`config.mk`:
```
export PLATFORM = sky130hd
export DESIGN_NAME = scan_priority_queue_fifo_ties_flat
export DESIGN_NICKNAME = d
export VERILOG_FILES = /design/src/spq_pkg.sv /design/src/spq_in_if.sv /design/src/spq_out_if.sv /design/src/spq_ram.sv /design/src/spq_dp.sv /design/src/spq_ctrl.sv /design/src/scan_priority_queue_fifo_ties.sv /design/src/flat_wrapper.sv
export SDC_FILE = /design/constraint.sdc
export NUM_CORES = 1
export LEC_CHECK = 0
export BUFFER_PORTS_ARGS = -buffer_cell sky130_fd_sc_hd__buf_2
export CAP_MARGIN = 20
export CORE_MARGIN = 2
export CORE_UTILIZATION = 26
export CTS_CLUSTER_DIAMETER = 200
export DETAILED_ROUTE_END_ITERATION = 8
export PLACE_DENSITY = 0.44
export SYNTH_ARGS = -nofsm -noshare
export SYNTH_HDL_FRONTEND = slang
export SYNTH_HIERARCHICAL = 1
export SYNTH_SLANG_ARGS = --single-unit
```
`constraint.sdc`:
```
create_clock -name clk -period 8.55 [get_ports clk]
set_input_delay 1.71 -clock clk [delete_from_list [all_inputs] [get_ports clk]]
set_output_delay 1.71 -clock clk [all_outputs]
set_load 0.02 [all_outputs]
```
`src/spq_pkg.sv`:
```
`timescale 1ns / 1ps
`default_nettype none
// ----------------------------------------------------------------------------
// spq_pkg
// Types, sizes and codes shared by the scan priority queue modules.
// ----------------------------------------------------------------------------
package spq_pkg;

    // Queue geometry.
    localparam int DEPTH         = 16;
    localparam int PAYLOAD_WIDTH = 32;

    // Fixed transaction field widths.
    localparam int PRIO_W   = 16;
    localparam int PAY_IN_W = 32;
    localparam int DATA_W   = 32;
    localparam int STATUS_W = 2;
    localparam int OCC_W    = 5;

    // Derived sizes.
    localparam int STORE_PW = (PAYLOAD_WIDTH < PAY_IN_W) ? PAYLOAD_WIDTH : PAY_IN_W;
    localparam int ENTRY_W  = PRIO_W + STORE_PW;
    localparam int IDX_W    = $clog2(DEPTH);
    localparam int CNT_W    = $clog2(DEPTH + 1);

    // Operation codes.
    typedef enum logic
    {
        OP_ENQUEUE = 1'b0,
        OP_DEQUEUE = 1'b1
    } op_t;

    // Result status codes.
    typedef enum logic [STATUS_W-1:0]
    {
        ST_OK    = 2'd0,
        ST_EMPTY = 2'd1,
        ST_FULL  = 2'd2
    } status_t;

    // Commands from the controller to the datapath.
    typedef struct packed
    {
        logic accept;
        logic enq;
        logic reject;
        logic scan_start;
        logic scan_step;
        logic shift_step;
        logic load_out;
    } spq_cmd_t;

    // Status from the datapath to the controller.
    typedef struct packed
    {
        logic op_deq;
        logic empty;
        logic full;
        logic scan_last;
        logic shift_done;
        logic out_free;
    } spq_stat_t;

endpackage

`default_nettype wire

```
`src/spq_in_if.sv`:
```
`timescale 1ns / 1ps
`default_nettype none
// ----------------------------------------------------------------------------
// spq_in_if
// Request channel: one enqueue or dequeue transaction per handshake.
// ----------------------------------------------------------------------------
interface spq_in_if;
    import spq_pkg::*;

    logic                     valid;
    logic                     ready;
    logic                     operation;
    logic signed [PRIO_W-1:0] priority_req;
    logic [PAY_IN_W-1:0]      payload;

    modport source (output valid, output operation, output priority_req, output payload,
                    input ready);
    modport sink   (input valid, input operation, input priority_req, input payload,
                    output ready);
endinterface

`default_nettype wire

```
`src/spq_out_if.sv`:
```
`timescale 1ns / 1ps
`default_nettype none
// ----------------------------------------------------------------------------
// spq_out_if
// Response channel: one result transaction for every request.
// ----------------------------------------------------------------------------
interface spq_out_if;
    import spq_pkg::*;

    logic                valid;
    logic                ready;
    logic [DATA_W-1:0]   data_out;
    logic [STATUS_W-1:0] status;
    logic [OCC_W-1:0]    occupancy;

    modport source (output valid, output data_out, output status, output occupancy,
                    input ready);
    modport sink   (input valid, input data_out, input status, input occupancy,
                    output ready);
endinterface

`default_nettype wire

```
`src/spq_ram.sv`:
```
`timescale 1ns / 1ps
`default_nettype none
// ----------------------------------------------------------------------------
// spq_ram
// Generic single-write, single-read RAM with a registered read port.
// ----------------------------------------------------------------------------
module spq_ram #(
    parameter int WIDTH = 8,
    parameter int DEPTH = 16
) (
    input  wire logic                     clk,
    input  wire logic                     we,
    input  wire logic [$clog2(DEPTH)-1:0] waddr,
    input  wire logic [WIDTH-1:0]         wdata,
    input  wire logic                     re,
    input  wire logic [$clog2(DEPTH)-1:0] raddr,
    output logic      [WIDTH-1:0]         rdata
);

    logic [WIDTH-1:0] mem [DEPTH];

    // Write port.
    always_ff @(posedge clk)
    begin
        if (we)
        begin
            mem[waddr] <= wdata;
        end
    end

    // Registered read port.
    always_ff @(posedge clk)
    begin
        if (re)
        begin
            rdata <= mem[raddr];
        end
    end

endmodule

`default_nettype wire

```
`src/spq_dp.sv`:
```
`timescale 1ns / 1ps
`default_nettype none
// ----------------------------------------------------------------------------
// spq_dp
// Datapath: entry store, fill count, scan and compaction pointers, result register.
// ----------------------------------------------------------------------------
module spq_dp (
    input  wire logic                            clk,
    input  wire logic                            rst_n,
    input  wire spq_pkg::spq_cmd_t               cmd,
    output spq_pkg::spq_stat_t                   stat,
    input  wire logic                            item_op,
    input  wire logic signed [spq_pkg::PRIO_W-1:0] item_prio,
    input  wire logic [spq_pkg::PAY_IN_W-1:0]    item_pay,
    output logic                                 out_valid,
    input  wire logic                            out_ready,
    output logic [spq_pkg::DATA_W-1:0]           out_data,
    output logic [spq_pkg::STATUS_W-1:0]         out_status,
    output logic [spq_pkg::OCC_W-1:0]            out_occ
);
    import spq_pkg::*;

    // Control registers.
    logic [CNT_W-1:0] count_reg, count_next;
    logic             out_valid_reg, out_valid_next;

    // Item and scan registers.
    logic                     op_reg;
    logic signed [PRIO_W-1:0] prio_reg;
    logic [STORE_PW-1:0]      pay_reg;
    logic [CNT_W-1:0]         rd_idx_reg, rd_idx_next;
    logic signed [PRIO_W-1:0] best_prio_reg, best_prio_next;
    logic [IDX_W-1:0]         best_idx_reg, best_idx_next;
    logic [STORE_PW-1:0]      res_pay_reg, res_pay_next;
    status_t                  res_status_reg, res_status_next;

    // Output registers.
    logic [DATA_W-1:0]   out_data_reg;
    logic [STATUS_W-1:0] out_status_reg;
    logic [OCC_W-1:0]    out_occ_reg;

    // Memory port signals.
    logic                     mem_we;
    logic [IDX_W-1:0]         mem_waddr;
    logic [ENTRY_W-1:0]       mem_wdata;
    logic                     mem_re;
    logic [IDX_W-1:0]         mem_raddr;
    logic [ENTRY_W-1:0]       mem_rdata;
    logic signed [PRIO_W-1:0] rd_prio;
    logic [STORE_PW-1:0]      rd_pay;
    logic                     better;
    logic [CNT_W-1:0]         count_last;
    logic [CNT_W-1:0]         shift_dst;

    spq_ram #(
        .WIDTH (ENTRY_W),
        .DEPTH (DEPTH)
    ) u_store (
        .clk   (clk),
        .we    (mem_we),
        .waddr (mem_waddr),
        .wdata (mem_wdata),
        .re    (mem_re),
        .raddr (mem_raddr),
        .rdata (mem_rdata)
    );

    // Fields of the entry that was read in the previous cycle.
    assign rd_prio    = mem_rdata[ENTRY_W-1 -: PRIO_W];
    assign rd_pay     = mem_rdata[STORE_PW-1:0];
    assign count_last = count_reg - CNT_W'(1);
    assign shift_dst  = rd_idx_reg - CNT_W'(1);

    // The first slot always starts the search; later ones win only when strictly higher.
    assign better = (rd_idx_reg == '0) || (rd_prio > best_prio_reg);

    // Status toward the controller.
    always_comb
    begin
        stat.op_deq     = (op_reg == OP_DEQUEUE);
        stat.empty      = (count_reg == '0);
        stat.full       = (count_reg == CNT_W'(DEPTH));
        stat.scan_last  = (rd_idx_reg == count_last);
        stat.shift_done = (rd_idx_reg >= count_reg);
        stat.out_free   = !out_valid_reg || out_ready;
    end

    // Next-state logic for the store, pointers and result.
    always_comb
    begin
        count_next      = count_reg;
        rd_idx_next     = rd_idx_reg;
        best_prio_next  = best_prio_reg;
        best_idx_next   = best_idx_reg;
        res_pay_next    = res_pay_reg;
        res_status_next = res_status_reg;
        mem_we          = 1'b0;
        mem_waddr       = count_reg[IDX_W-1:0];
        mem_wdata       = {prio_reg, pay_reg};
        mem_re          = 1'b0;
        mem_raddr       = '0;

        if (cmd.enq)
        begin
            mem_we          = 1'b1;
            count_next      = count_reg + CNT_W'(1);
            res_pay_next    = '0;
            res_status_next = ST_OK;
        end

        if (cmd.reject)
        begin
            res_pay_next    = '0;
            res_status_next = (op_reg == OP_DEQUEUE) ? ST_EMPTY : ST_FULL;
        end

        if (cmd.scan_start)
        begin
            rd_idx_next     = '0;
            mem_re          = 1'b1;
            mem_raddr       = '0;
            res_status_next = ST_OK;
        end

        if (cmd.scan_step)
        begin
            if (better)
            begin
                best_prio_next = rd_prio;
                best_idx_next  = rd_idx_reg[IDX_W-1:0];
                res_pay_next   = rd_pay;
            end
            // After the last slot, compaction starts just above the winner.
            if (stat.scan_last)
            begin
                rd_idx_next = CNT_W'(best_idx_next) + CNT_W'(1);
            end
            else
            begin
                rd_idx_next = rd_idx_reg + CNT_W'(1);
            end
            mem_re    = (rd_idx_next < count_reg);
            mem_raddr = rd_idx_next[IDX_W-1:0];
        end

        if (cmd.shift_step)
        begin
            if (stat.shift_done)
            begin
                count_next = count_last;
            end
            else
            begin
                // Move the entry just read down one slot and fetch the next one.
                mem_we      = 1'b1;
                mem_waddr   = shift_dst[IDX_W-1:0];
                mem_wdata   = mem_rdata;
                rd_idx_next = rd_idx_reg + CNT_W'(1);
                mem_re      = (rd_idx_next < count_reg);
                mem_raddr   = rd_idx_next[IDX_W-1:0];
            end
        end
    end

    // Output valid tracking.
    always_comb
    begin
        out_valid_next = out_valid_reg;
        if (cmd.load_out)
        begin
            out_valid_next = 1'b1;
        end
        else if (out_valid_reg && out_ready)
        begin
            out_valid_next = 1'b0;
        end
    end

    // Control state with reset.
    always_ff @(posedge clk or negedge rst_n)
    begin
        if (!rst_n)
        begin
            count_reg     <= '0;
            out_valid_reg <= 1'b0;
        end
        else
        begin
            count_reg     <= count_next;
            out_valid_reg <= out_valid_next;
        end
    end

    // Payload state without reset.
    always_ff @(posedge clk)
    begin
        if (cmd.accept)
        begin
            op_reg   <= item_op;
            prio_reg <= item_prio;
            pay_reg  <= item_pay[STORE_PW-1:0];
        end
        rd_idx_reg     <= rd_idx_next;
        best_prio_reg  <= best_prio_next;
        best_idx_reg   <= best_idx_next;
        res_pay_reg    <= res_pay_next;
        res_status_reg <= res_status_next;
        if (cmd.load_out)
        begin
            out_data_reg   <= DATA_W'(res_pay_reg);
            out_status_reg <= res_status_reg;
            out_occ_reg    <= OCC_W'(count_reg);
        end
    end

    assign out_valid  = out_valid_reg;
    assign out_data   = out_data_reg;
    assign out_status = out_status_reg;
    assign out_occ    = out_occ_reg;

endmodule

`default_nettype wire

```
`src/spq_ctrl.sv`:
```
`timescale 1ns / 1ps
`default_nettype none
// ----------------------------------------------------------------------------
// spq_ctrl
// Controller: sequences accept, decision, scan, compaction and result hand-off.
// ----------------------------------------------------------------------------
module spq_ctrl (
    input  wire logic               clk,
    input  wire logic               rst_n,
    input  wire logic               in_valid,
    output logic                    in_ready,
    input  wire spq_pkg::spq_stat_t stat,
    output spq_pkg::spq_cmd_t       cmd
);
    import spq_pkg::*;

    typedef enum logic [4:0]
    {
        S_IDLE   = 5'b00001,
        S_DECIDE = 5'b00010,
        S_SCAN   = 5'b00100,
        S_SHIFT  = 5'b01000,
        S_RESULT = 5'b10000
    } state_t;

    state_t state_reg, state_next;

    // Transition and command logic.
    always_comb
    begin
        state_next = state_reg;
        cmd        = '0;
        in_ready   = 1'b0;

        case (state_reg)
            S_IDLE:
            begin
                in_ready = 1'b1;
                if (in_valid)
                begin
                    cmd.accept = 1'b1;
                    state_next = S_DECIDE;
                end
            end
            S_DECIDE:
            begin
                if (stat.op_deq)
                begin
                    if (stat.empty)
                    begin
                        cmd.reject = 1'b1;
                        state_next = S_RESULT;
                    end
                    else
                    begin
                        cmd.scan_start = 1'b1;
                        state_next     = S_SCAN;
                    end
                end
                else if (stat.full)
                begin
                    cmd.reject = 1'b1;
                    state_next = S_RESULT;
                end
                else
                begin
                    cmd.enq    = 1'b1;
                    state_next = S_RESULT;
                end
            end
            S_SCAN:
            begin
                cmd.scan_step = 1'b1;
                if (stat.scan_last)
                begin
                    state_next = S_SHIFT;
                end
            end
            S_SHIFT:
            begin
                cmd.shift_step = 1'b1;
                if (stat.shift_done)
                begin
                    state_next = S_RESULT;
                end
            end
            S_RESULT:
            begin
                if (stat.out_free)
                begin
                    cmd.load_out = 1'b1;
                    state_next   = S_IDLE;
                end
            end
            default:
            begin
                state_next = S_IDLE;
            end
        endcase
    end

    // State register.
    always_ff @(posedge clk or negedge rst_n)
    begin
        if (!rst_n)
        begin
            state_reg <= S_IDLE;
        end
        else
        begin
            state_reg <= state_next;
        end
    end

endmodule

`default_nettype wire

```
`src/scan_priority_queue_fifo_ties.sv`:
```
`timescale 1ns / 1ps
`default_nettype none
// ----------------------------------------------------------------------------
// scan_priority_queue_fifo_ties
// Bounded priority queue with linear scan; equal priorities leave in arrival order.
// ----------------------------------------------------------------------------
// Each request transaction is an enqueue or a dequeue and yields exactly one response
// transaction carrying the removed payload, a status and the occupancy after the
// request. Entries sit in one RAM in arrival order; a dequeue reads them one per cycle
// to find the highest priority (earliest wins ties), then shifts the later entries
// down one slot, one per cycle, through the same single read and write port. An
// enqueue, a full enqueue or an empty dequeue goes straight from the decision to the
// response; a dequeue scans all stored entries and then shifts those above the winner.
// One request is in work at a time, and the next is accepted while the previous
// response still waits in the output register.
// ----------------------------------------------------------------------------
module scan_priority_queue_fifo_ties (
    input  wire logic  clk,
    input  wire logic  rst_n,
    spq_in_if.sink     req,
    spq_out_if.source  rsp
);
    import spq_pkg::*;

    spq_cmd_t  cmd;
    spq_stat_t stat;
    logic      in_ready;

    // Sequencing.
    spq_ctrl u_ctrl (
        .clk      (clk),
        .rst_n    (rst_n),
        .in_valid (req.valid),
        .in_ready (in_ready),
        .stat     (stat),
        .cmd      (cmd)
    );

    // Store and arithmetic.
    spq_dp u_dp (
        .clk        (clk),
        .rst_n      (rst_n),
        .cmd        (cmd),
        .stat       (stat),
        .item_op    (req.operation),
        .item_prio  (req.priority_req),
        .item_pay   (req.payload),
        .out_valid  (rsp.valid),
        .out_ready  (rsp.ready),
        .out_data   (rsp.data_out),
        .out_status (rsp.status),
        .out_occ    (rsp.occupancy)
    );

    assign req.ready = in_ready;

endmodule

`default_nettype wire

```
`src/flat_wrapper.sv`:
```
// flat-port wrapper written by rule: the top's interface ports become plain ports
module scan_priority_queue_fifo_ties_flat import spq_pkg::*;
  (clk, rst_n, req_valid, req_operation, req_priority_req, req_payload, req_ready, rsp_valid, rsp_data_out, rsp_status, rsp_occupancy, rsp_ready);
  spq_in_if req_i ();
  spq_out_if rsp_i ();
  input  wire logic clk;
  input  wire logic rst_n;
  input wire logic [$bits(req_i.valid)-1:0] req_valid;
  input wire logic [$bits(req_i.operation)-1:0] req_operation;
  input wire logic [$bits(req_i.priority_req)-1:0] req_priority_req;
  input wire logic [$bits(req_i.payload)-1:0] req_payload;
  output wire logic [$bits(req_i.ready)-1:0] req_ready;
  output wire logic [$bits(rsp_i.valid)-1:0] rsp_valid;
  output wire logic [$bits(rsp_i.data_out)-1:0] rsp_data_out;
  output wire logic [$bits(rsp_i.status)-1:0] rsp_status;
  output wire logic [$bits(rsp_i.occupancy)-1:0] rsp_occupancy;
  input wire logic [$bits(rsp_i.ready)-1:0] rsp_ready;
  assign req_i.valid = req_valid;
  assign req_i.operation = req_operation;
  assign req_i.priority_req = req_priority_req;
  assign req_i.payload = req_payload;
  assign req_ready = req_i.ready;
  assign rsp_valid = rsp_i.valid;
  assign rsp_data_out = rsp_i.data_out;
  assign rsp_status = rsp_i.status;
  assign rsp_occupancy = rsp_i.occupancy;
  assign rsp_i.ready = rsp_ready;
  scan_priority_queue_fifo_ties u_core (.clk(clk), .rst_n(rst_n), .req(req_i), .rsp(rsp_i));
endmodule
```
Word-level counts from Yosys, hierarchy flattened
Memory sizes are Yosys's and may differ from the RTL's. A register that Yosys moved wholly into a read port is not among the register bits.
Cells that the tools add are included.
- add/sub/neg operators: 5
- order comparisons: 4
- equal/unequal tests: 11
- mux-type cells: 58
- reduce and logical (&&, ||, !) cells: 10
- operator list (operator ; count):
    $mux W32 ; 4
    $mux W48 ; 2
    $mux W5 ; 15
    $mux W4 ; 7
    $mux W1 ; 25
    $pmux W5 S5 ; 1
    $gt A16 B16 Y1 ; 1
    $add A5 B1 Y5 const B ; 2
    $eq A5 B5 Y1 const B ; 2
    $logic_not A5 Y1 ; 2
    $lt A5 B5 Y1 ; 2
    $mux W2 ; 3
    $ne A2 B1 Y1 const B ; 3
    $add A4 B1 Y5 const B ; 1
    $eq A5 B1 Y1 const B ; 1
    $eq A5 B2 Y1 const B ; 1
    $eq A5 B3 Y1 const B ; 1
    $eq A5 B4 Y1 const B ; 1
    $eq A5 B5 Y1 ; 1
    $ge A5 B5 Y1 ; 1
    $sub A5 B1 Y5 const B ; 1
    $reduce_and A4 Y1 ; 1
    $reduce_bool A2 Y1 ; 2
    $sub A4 B1 Y4 const B ; 1
    other kinds (6) ; 7
- register bits after elaboration: 158
- RAM bits: 768
- input port bits: 53
- output and inout bits: 41
- logic and storage cells: 103
- memories kept: 1
- memories (memory ; depth ; width ; rd ports ; clocked after Yosys merged registers in ; write ports ; line ; text):
    u_core.u_dp.u_store.mem ; 16 ; 48 ; 1 ; 1 ; 1 ; spq_ram.sv:20 ; logic [WIDTH-1:0] mem [DEPTH];

Logic depth before layout (Yosys ltp)
- depth after elaboration: 11
- depth in mapped cells: 18
- depth with buffers taken out: 17

By module
Netlist, hierarchy kept.
- by module, submodules not included (module ; times used ; cells an instance ; area an instance (um^2)):
    spq_ram ; 1 ; 1242 ; 30171.4
    spq_dp ; 1 ; 649 ; 6884.1
    spq_ctrl ; 1 ; 37 ; 345.3

Worst setup path after synthesis
Ideal clock, no wire load.
- path kind: register to register
- start point: reg u_core.u_dp.rd_idx_reg[0]
- end point: mem u_core/u_dp/u_store/mem[0][0] (netlist bit) (enable)
- setup time: 513 ps
- data arrival time: 6008 ps
- data required time: 8037 ps
- slack: 2030 ps
- cell stages (with the launch flop): 13
- clock period less this slack: 6520 ps
- cells stage by stage: dfxtp_1 -> inv_1 -> ha_1 -> nand2b_1 -> a21o_1 -> a21o_1 -> a21oi_1 -> o21ai_1 -> clkbuf_1 -> clkbuf_1 -> a21oi_1 -> or3b_2 -> nor3_1
- elaborated cells on any way between the ends: 8
- those cells by class: add/sub: 1; order compare: 1; mux: 6
- RTL lines (item ; line ; text):
    start: declaration ; spq_dp.sv:31 ; logic [CNT_W-1:0] rd_idx_reg, rd_idx_next;
    start signal: assignment ; spq_dp.sv:203 ; rd_idx_reg <= rd_idx_next;
    $sub A4 B1 Y4 / $ge A5 B5 Y1 (equally long branches) ; spq_dp.sv:72, spq_dp.sv:84 ;
    $mux W4 * ; spq_dp.sv:148 ; if (stat.shift_done)
    $mux W4 * ; spq_dp.sv:146 ; if (cmd.shift_step)
    named net u_core.u_dp.mem_waddr[2] ; spq_dp.sv:44 ; logic [IDX_W-1:0] mem_waddr;
    end: declaration ; spq_ram.sv:20 ;
The timed path passes the listed nets; every way through them passes the cells marked *.

==> results.txt <==
The flow ran to the end, and the final reports show no timing, DRC or antenna violations. After detailed routing, the total wire length is 100700 um. Of the total synthesized cell area, the portion taken by XOR and XNOR cells is 0.3981%.

The floorplan step defined a die boundary enclosing 0.1469 mm^2. Startpoint of the tightest hold check path: u_core/u_dp/res_status_reg[0]. Of the total synthesized cell area, the portion taken by AND, OR, NAND and NOR gates is 4.419%.

Timing would allow up to 172.2 MHz. The tools report the detailed-route DRC error count as 0. Startpoint type of the worst setup path: a register. Summed over all layers, the global routing overflow is 0.

After synthesis, the largest family of logic cells by area is multiplexers. The count of cells along the worst register-to-register path is 14. Hold timing on the final database bottoms out at a slack of 0.4252 ns. In the synthesized netlist, the number of instances is 1928. The endpoint of the worst hold-timing path was u_core/u_dp/out_status[0]. The type of the worst setup path is register to register.

Dividing the detail-routed wire length by the instance count gives 24.66 um. The number of detailed-routing iterations run before antenna repair is 5. The largest registers in the layout are u_core/u_dp/u_store/mem x768, u_core/u_dp/u_store/rdata x48.

Arrival time of data at the critical path endpoint: 6.37 ns. By area the synthesized netlist is led by sky130_fd_sc_hd__edfxtp_1 (74%), sky130_fd_sc_hd__mux4_2 (12%), sky130_fd_sc_hd__nand2_1 (2.7%). For the final count of hold timing violations, the log shows 0. Synthesis inferred 974 register bits. For this design, the CTS-stage hold fixing added 0 buffers. Counting flops with an async set or reset pin after synthesis yields a share of 1.129%. The setup check on the worst reg-to-reg path leaves a slack of 2.74 ns. Max-cap violations in this run came to 0.

The worst path uses 67.94% of the clock period. Port buffering added 93 buffers. In this run the worst hold path is classified as register to register.

Overall power consumption after layout is estimated at 12.61 mW. In this run the critical register-to-register path is launched from u_core/u_dp/rd_idx_reg[0]. Measured along the x axis, the die boundary spans 383.3 um. Summed over all instances, the cell type with the most area after synthesis is sky130_fd_sc_hd__edfxtp_1. For this design, the sink count on the clock tree is 974. After synthesis, the largest area contributor takes up 74.19% of total cell area. Leaving out fill and tap cells, the most frequent cells in the layout are sky130_fd_sc_hd__edfxtp_1 (924), sky130_fd_sc_hd__nand2_1 (273), sky130_fd_sc_hd__mux4_2 (192), sky130_fd_sc_hd__clkbuf_16 (109), sky130_fd_sc_hd__a22oi_1 (98). Synthesis produced a netlist with a net count of 2018. Entering global routing, the biggest net connects 101 pins.

The arithmetic-cell share of the synthesized area counting full adders, half adders and majority gates works out to 1.238%. Compared with the post-synthesis result, the final layout area differs by 17.61%. The number of slew-limit violations in the final report is 0, and the height of the chip is 383.3 um. The transition time of the tightest slew-check pin works out to 1.144 ns. Across the routed clock network, the largest skew measured is 0.04267 ns. The final route contains 19031 vias.

The top flip-flop cell by instance count after synthesis is sky130_fd_sc_hd__edfxtp_1. For the maximum buffer depth of the clock tree, the log shows 3. Setup repair after global routing left no endpoint under its margin. The count of nets left with antenna violations once routing finished came out at 0. The kind of end point of the critical path is a register. The initial antenna violation count is 2, and the synthesized area divided by synthesized cell count is 19.40 um^2. The tools report the number of instances resized during post-cts repair as 0. The detail-routed via count per cell is 4.661, and the placer congestion estimate is 0.7486.

The number of endpoints failing setup at the final stage came out at 0. The largest fanout on the critical path was 35; the sequential area share after synthesis was 77.01%. After clock tree synthesis, the clock-pin slew on the worst setup and hold paths is 0.06 ns. The initial utilization of the core area, before any placement, comes to 26.13%. The core region is 0.1431 mm^2. The run gives 3 as the total number of H-tree levels. The wire length of the first global-routing pass was 143800 um; the number of buffers inserted during clock tree synthesis was 107. During I/O placement, the number of pins put on the boundary was 94. CTS placed an instance of sky130_fd_sc_hd__clkbuf_16 at the clock tree root. For the total leakage power, the log shows 14.04 nW.

Counting flops with a built-in enable in the synthesized netlist gives 924. The tools report the yosys synthesis warning count as 6. Summing the areas of all compound-gate instances in the mapped netlist gives 3.737% of the synthesized area. In this run the post-CTS setup repair buffer count came out at 0. The areal power density over the cells is 286.7 mW/mm^2. Most common cell after layout, fill and taps aside: sky130_fd_sc_hd__edfxtp_1.

The row count was 139; the number of flip-flops under the largest register name was 768. The tools report the accumulated negative setup slack as 0 ns. Detailed placement finished with a half-perimeter wire length of 51970 um. The maximum resistive drop on vdd was 0.2308 mV; the final-stage net count was 2177.

The via count of the first global-routing pass was 19786. Share of final-layout standard cells stronger than drive strength 1: 24.87%. The synthesized netlist occupies a cell area of 0.03740 mm^2. The worst path in the final design needs a cycle of 5.809 ns, including I/O delays and setup.

Clock latency on the worst-skew pair, taken at its later pin, is 0.70 ns. Register with the highest flop count: u_core/u_dp/u_store/mem. The endpoint identified for the worst register-to-register timing path is u_core/u_dp/u_store/rdata[18]. Global routing consumed, over all layers together, 13.59% of the routing resources. For the number of distinct library cell variants in the gate-level netlist after synthesis, the log shows 70.

Multiplexer share of the synthesized area: 11.70%. TritonCTS built the clock tree. The data required time at the worst endpoint was 9.11 ns.

The first routing iteration left 1542 violations. The cell depth of the worst min-delay path came out at 0. Cells fill 30.73% of the core in the end. Worst slew margin relative to its limit: 23.76%.
==> synthesized netlist by cell type, types with 2 or more instances <==
cell type	instances
sky130_fd_sc_hd__edfxtp_1	924
sky130_fd_sc_hd__nand2_1	274
sky130_fd_sc_hd__mux4_2	192
sky130_fd_sc_hd__a22oi_1	98
sky130_fd_sc_hd__clkbuf_1	49
sky130_fd_sc_hd__o21ai_0	42
sky130_fd_sc_hd__dfxtp_1	39
sky130_fd_sc_hd__ha_1	37
sky130_fd_sc_hd__inv_1	34
sky130_fd_sc_hd__nor2_1	30
sky130_fd_sc_hd__buf_4	19
sky130_fd_sc_hd__buf_1	16
sky130_fd_sc_hd__a21oi_1	14
sky130_fd_sc_hd__xnor2_1	11
sky130_fd_sc_hd__dfrtp_1	10
sky130_fd_sc_hd__nand3_1	10
sky130_fd_sc_hd__nor3_1	10
sky130_fd_sc_hd__a21o_1	8
sky130_fd_sc_hd__buf_2	8
sky130_fd_sc_hd__nand2b_1	8
sky130_fd_sc_hd__nand3b_1	6
sky130_fd_sc_hd__o21ai_1	6
sky130_fd_sc_hd__xor2_1	6
sky130_fd_sc_hd__nor4_1	5
sky130_fd_sc_hd__a31oi_1	4
sky130_fd_sc_hd__and2_1	4
sky130_fd_sc_hd__and3_1	4
sky130_fd_sc_hd__nand4_1	4
sky130_fd_sc_hd__nor2b_1	4
sky130_fd_sc_hd__a211oi_1	3
sky130_fd_sc_hd__mux2i_1	3
sky130_fd_sc_hd__nor3b_1	3
sky130_fd_sc_hd__a31o_1	2
sky130_fd_sc_hd__nand4_2	2
sky130_fd_sc_hd__o21a_1	2
sky130_fd_sc_hd__o22a_1	2
sky130_fd_sc_hd__o31ai_1	2
==> worst max-delay path, cell delays in order (launching register included) <==
cell	delay [ns]
sky130_fd_sc_hd__dfxtp_1	0.49
sky130_fd_sc_hd__inv_1	0.18
sky130_fd_sc_hd__ha_1	0.34
sky130_fd_sc_hd__nand2b_1	0.15
sky130_fd_sc_hd__a21o_1	0.19
sky130_fd_sc_hd__a21o_1	0.17
sky130_fd_sc_hd__a21oi_1	0.27
sky130_fd_sc_hd__o21bai_1	0.24
sky130_fd_sc_hd__nor2_4	0.60
sky130_fd_sc_hd__buf_4	0.72
sky130_fd_sc_hd__a22o_1	0.42
sky130_fd_sc_hd__and2_2	0.92
sky130_fd_sc_hd__buf_4	0.60
sky130_fd_sc_hd__a22oi_1	0.15
sky130_fd_sc_hd__nand2_1	0.11
==> per-stage QoR <==
step	cell area [um^2]	setup WS, ns	cells
after floorplan	37400	2.030	1928
final	43990	2.741	4083
after CTS	43960	2.751	4081
after global placement	40430	2.934	3880
after detailed placement	40430	2.768	3880
after global routing	43980	2.424	4082
==> cell type report <==
| class | count | area (um^2) |
|---|---|---|
| diodes | 1 | 2.502 |
| clock buffers | 170 | 3177 |
| clock inverters | 31 | 359.1 |
| fillers | 13849 | 99150 |
| inverters | 35 | 131.4 |
| multi-input cells | 827 | 8249 |
| flip-flops and latches | 974 | 28800 |
| well taps | 1903 | 2381 |
| repair buffers | 142 | 883.3 |
==> cells by family (layout without fill, tap and decap cells) <==
family	Yosys count	count (layout)
buf+inv	127	378
mux	197	197
fa+ha+maj	37	37
simple gates	377	377
flops	974	974
compound gates	199	199
xor+xnor	17	17
other cells	0	1
==> worst max-delay path by stage <==
stage / start / endpoint / slack (ns) / cells after the start
finish: u_core/u_dp/rd_idx_reg[0] / u_core/u_dp/u_store/rdata[18] / 2.74 / 14
global route: u_core/u_dp/rd_idx_reg[0] / u_core/u_dp/u_store/rdata[26] / 2.42 / 14
CTS: u_core/u_dp/rd_idx_reg[0] / u_core/u_dp/u_store/rdata[22] / 2.75 / 14
detailed placement: u_core/u_dp/rd_idx_reg[0] / u_core/u_dp/u_store/rdata[25] / 2.77 / 14
global placement: u_core/u_dp/rd_idx_reg[0] / u_core/u_dp/u_store/rdata[24] / 2.93 / 14
floorplan: u_core/u_dp/rd_idx_reg[0] / u_core/u_dp/u_store/mem[0][0] / 2.03 / 12
==> per-layer routing <==
layer	vias to the layer above	track usage (%)	wire length, um	part of all wire, %
li1	8081	-	-	-
met1	10296	18.85	46000	46
met2	504	22.24	48140	48
met3	148	1.942	4231	4.2
met4	2	3.675	2312	2.3
met5	-	0	13	0.013
==> power breakdown <==
| part | switching, mW | internal [mW] | total, mW |
|---|---|---|---|
| clock network | 1.89 | 2.70 | 4.59 |
| logic | 1.24 | 0.607 | 1.84 |
| registers | 0.204 | 5.97 | 6.18 |
Note: power is estimated with default switching activity, not from simulation.
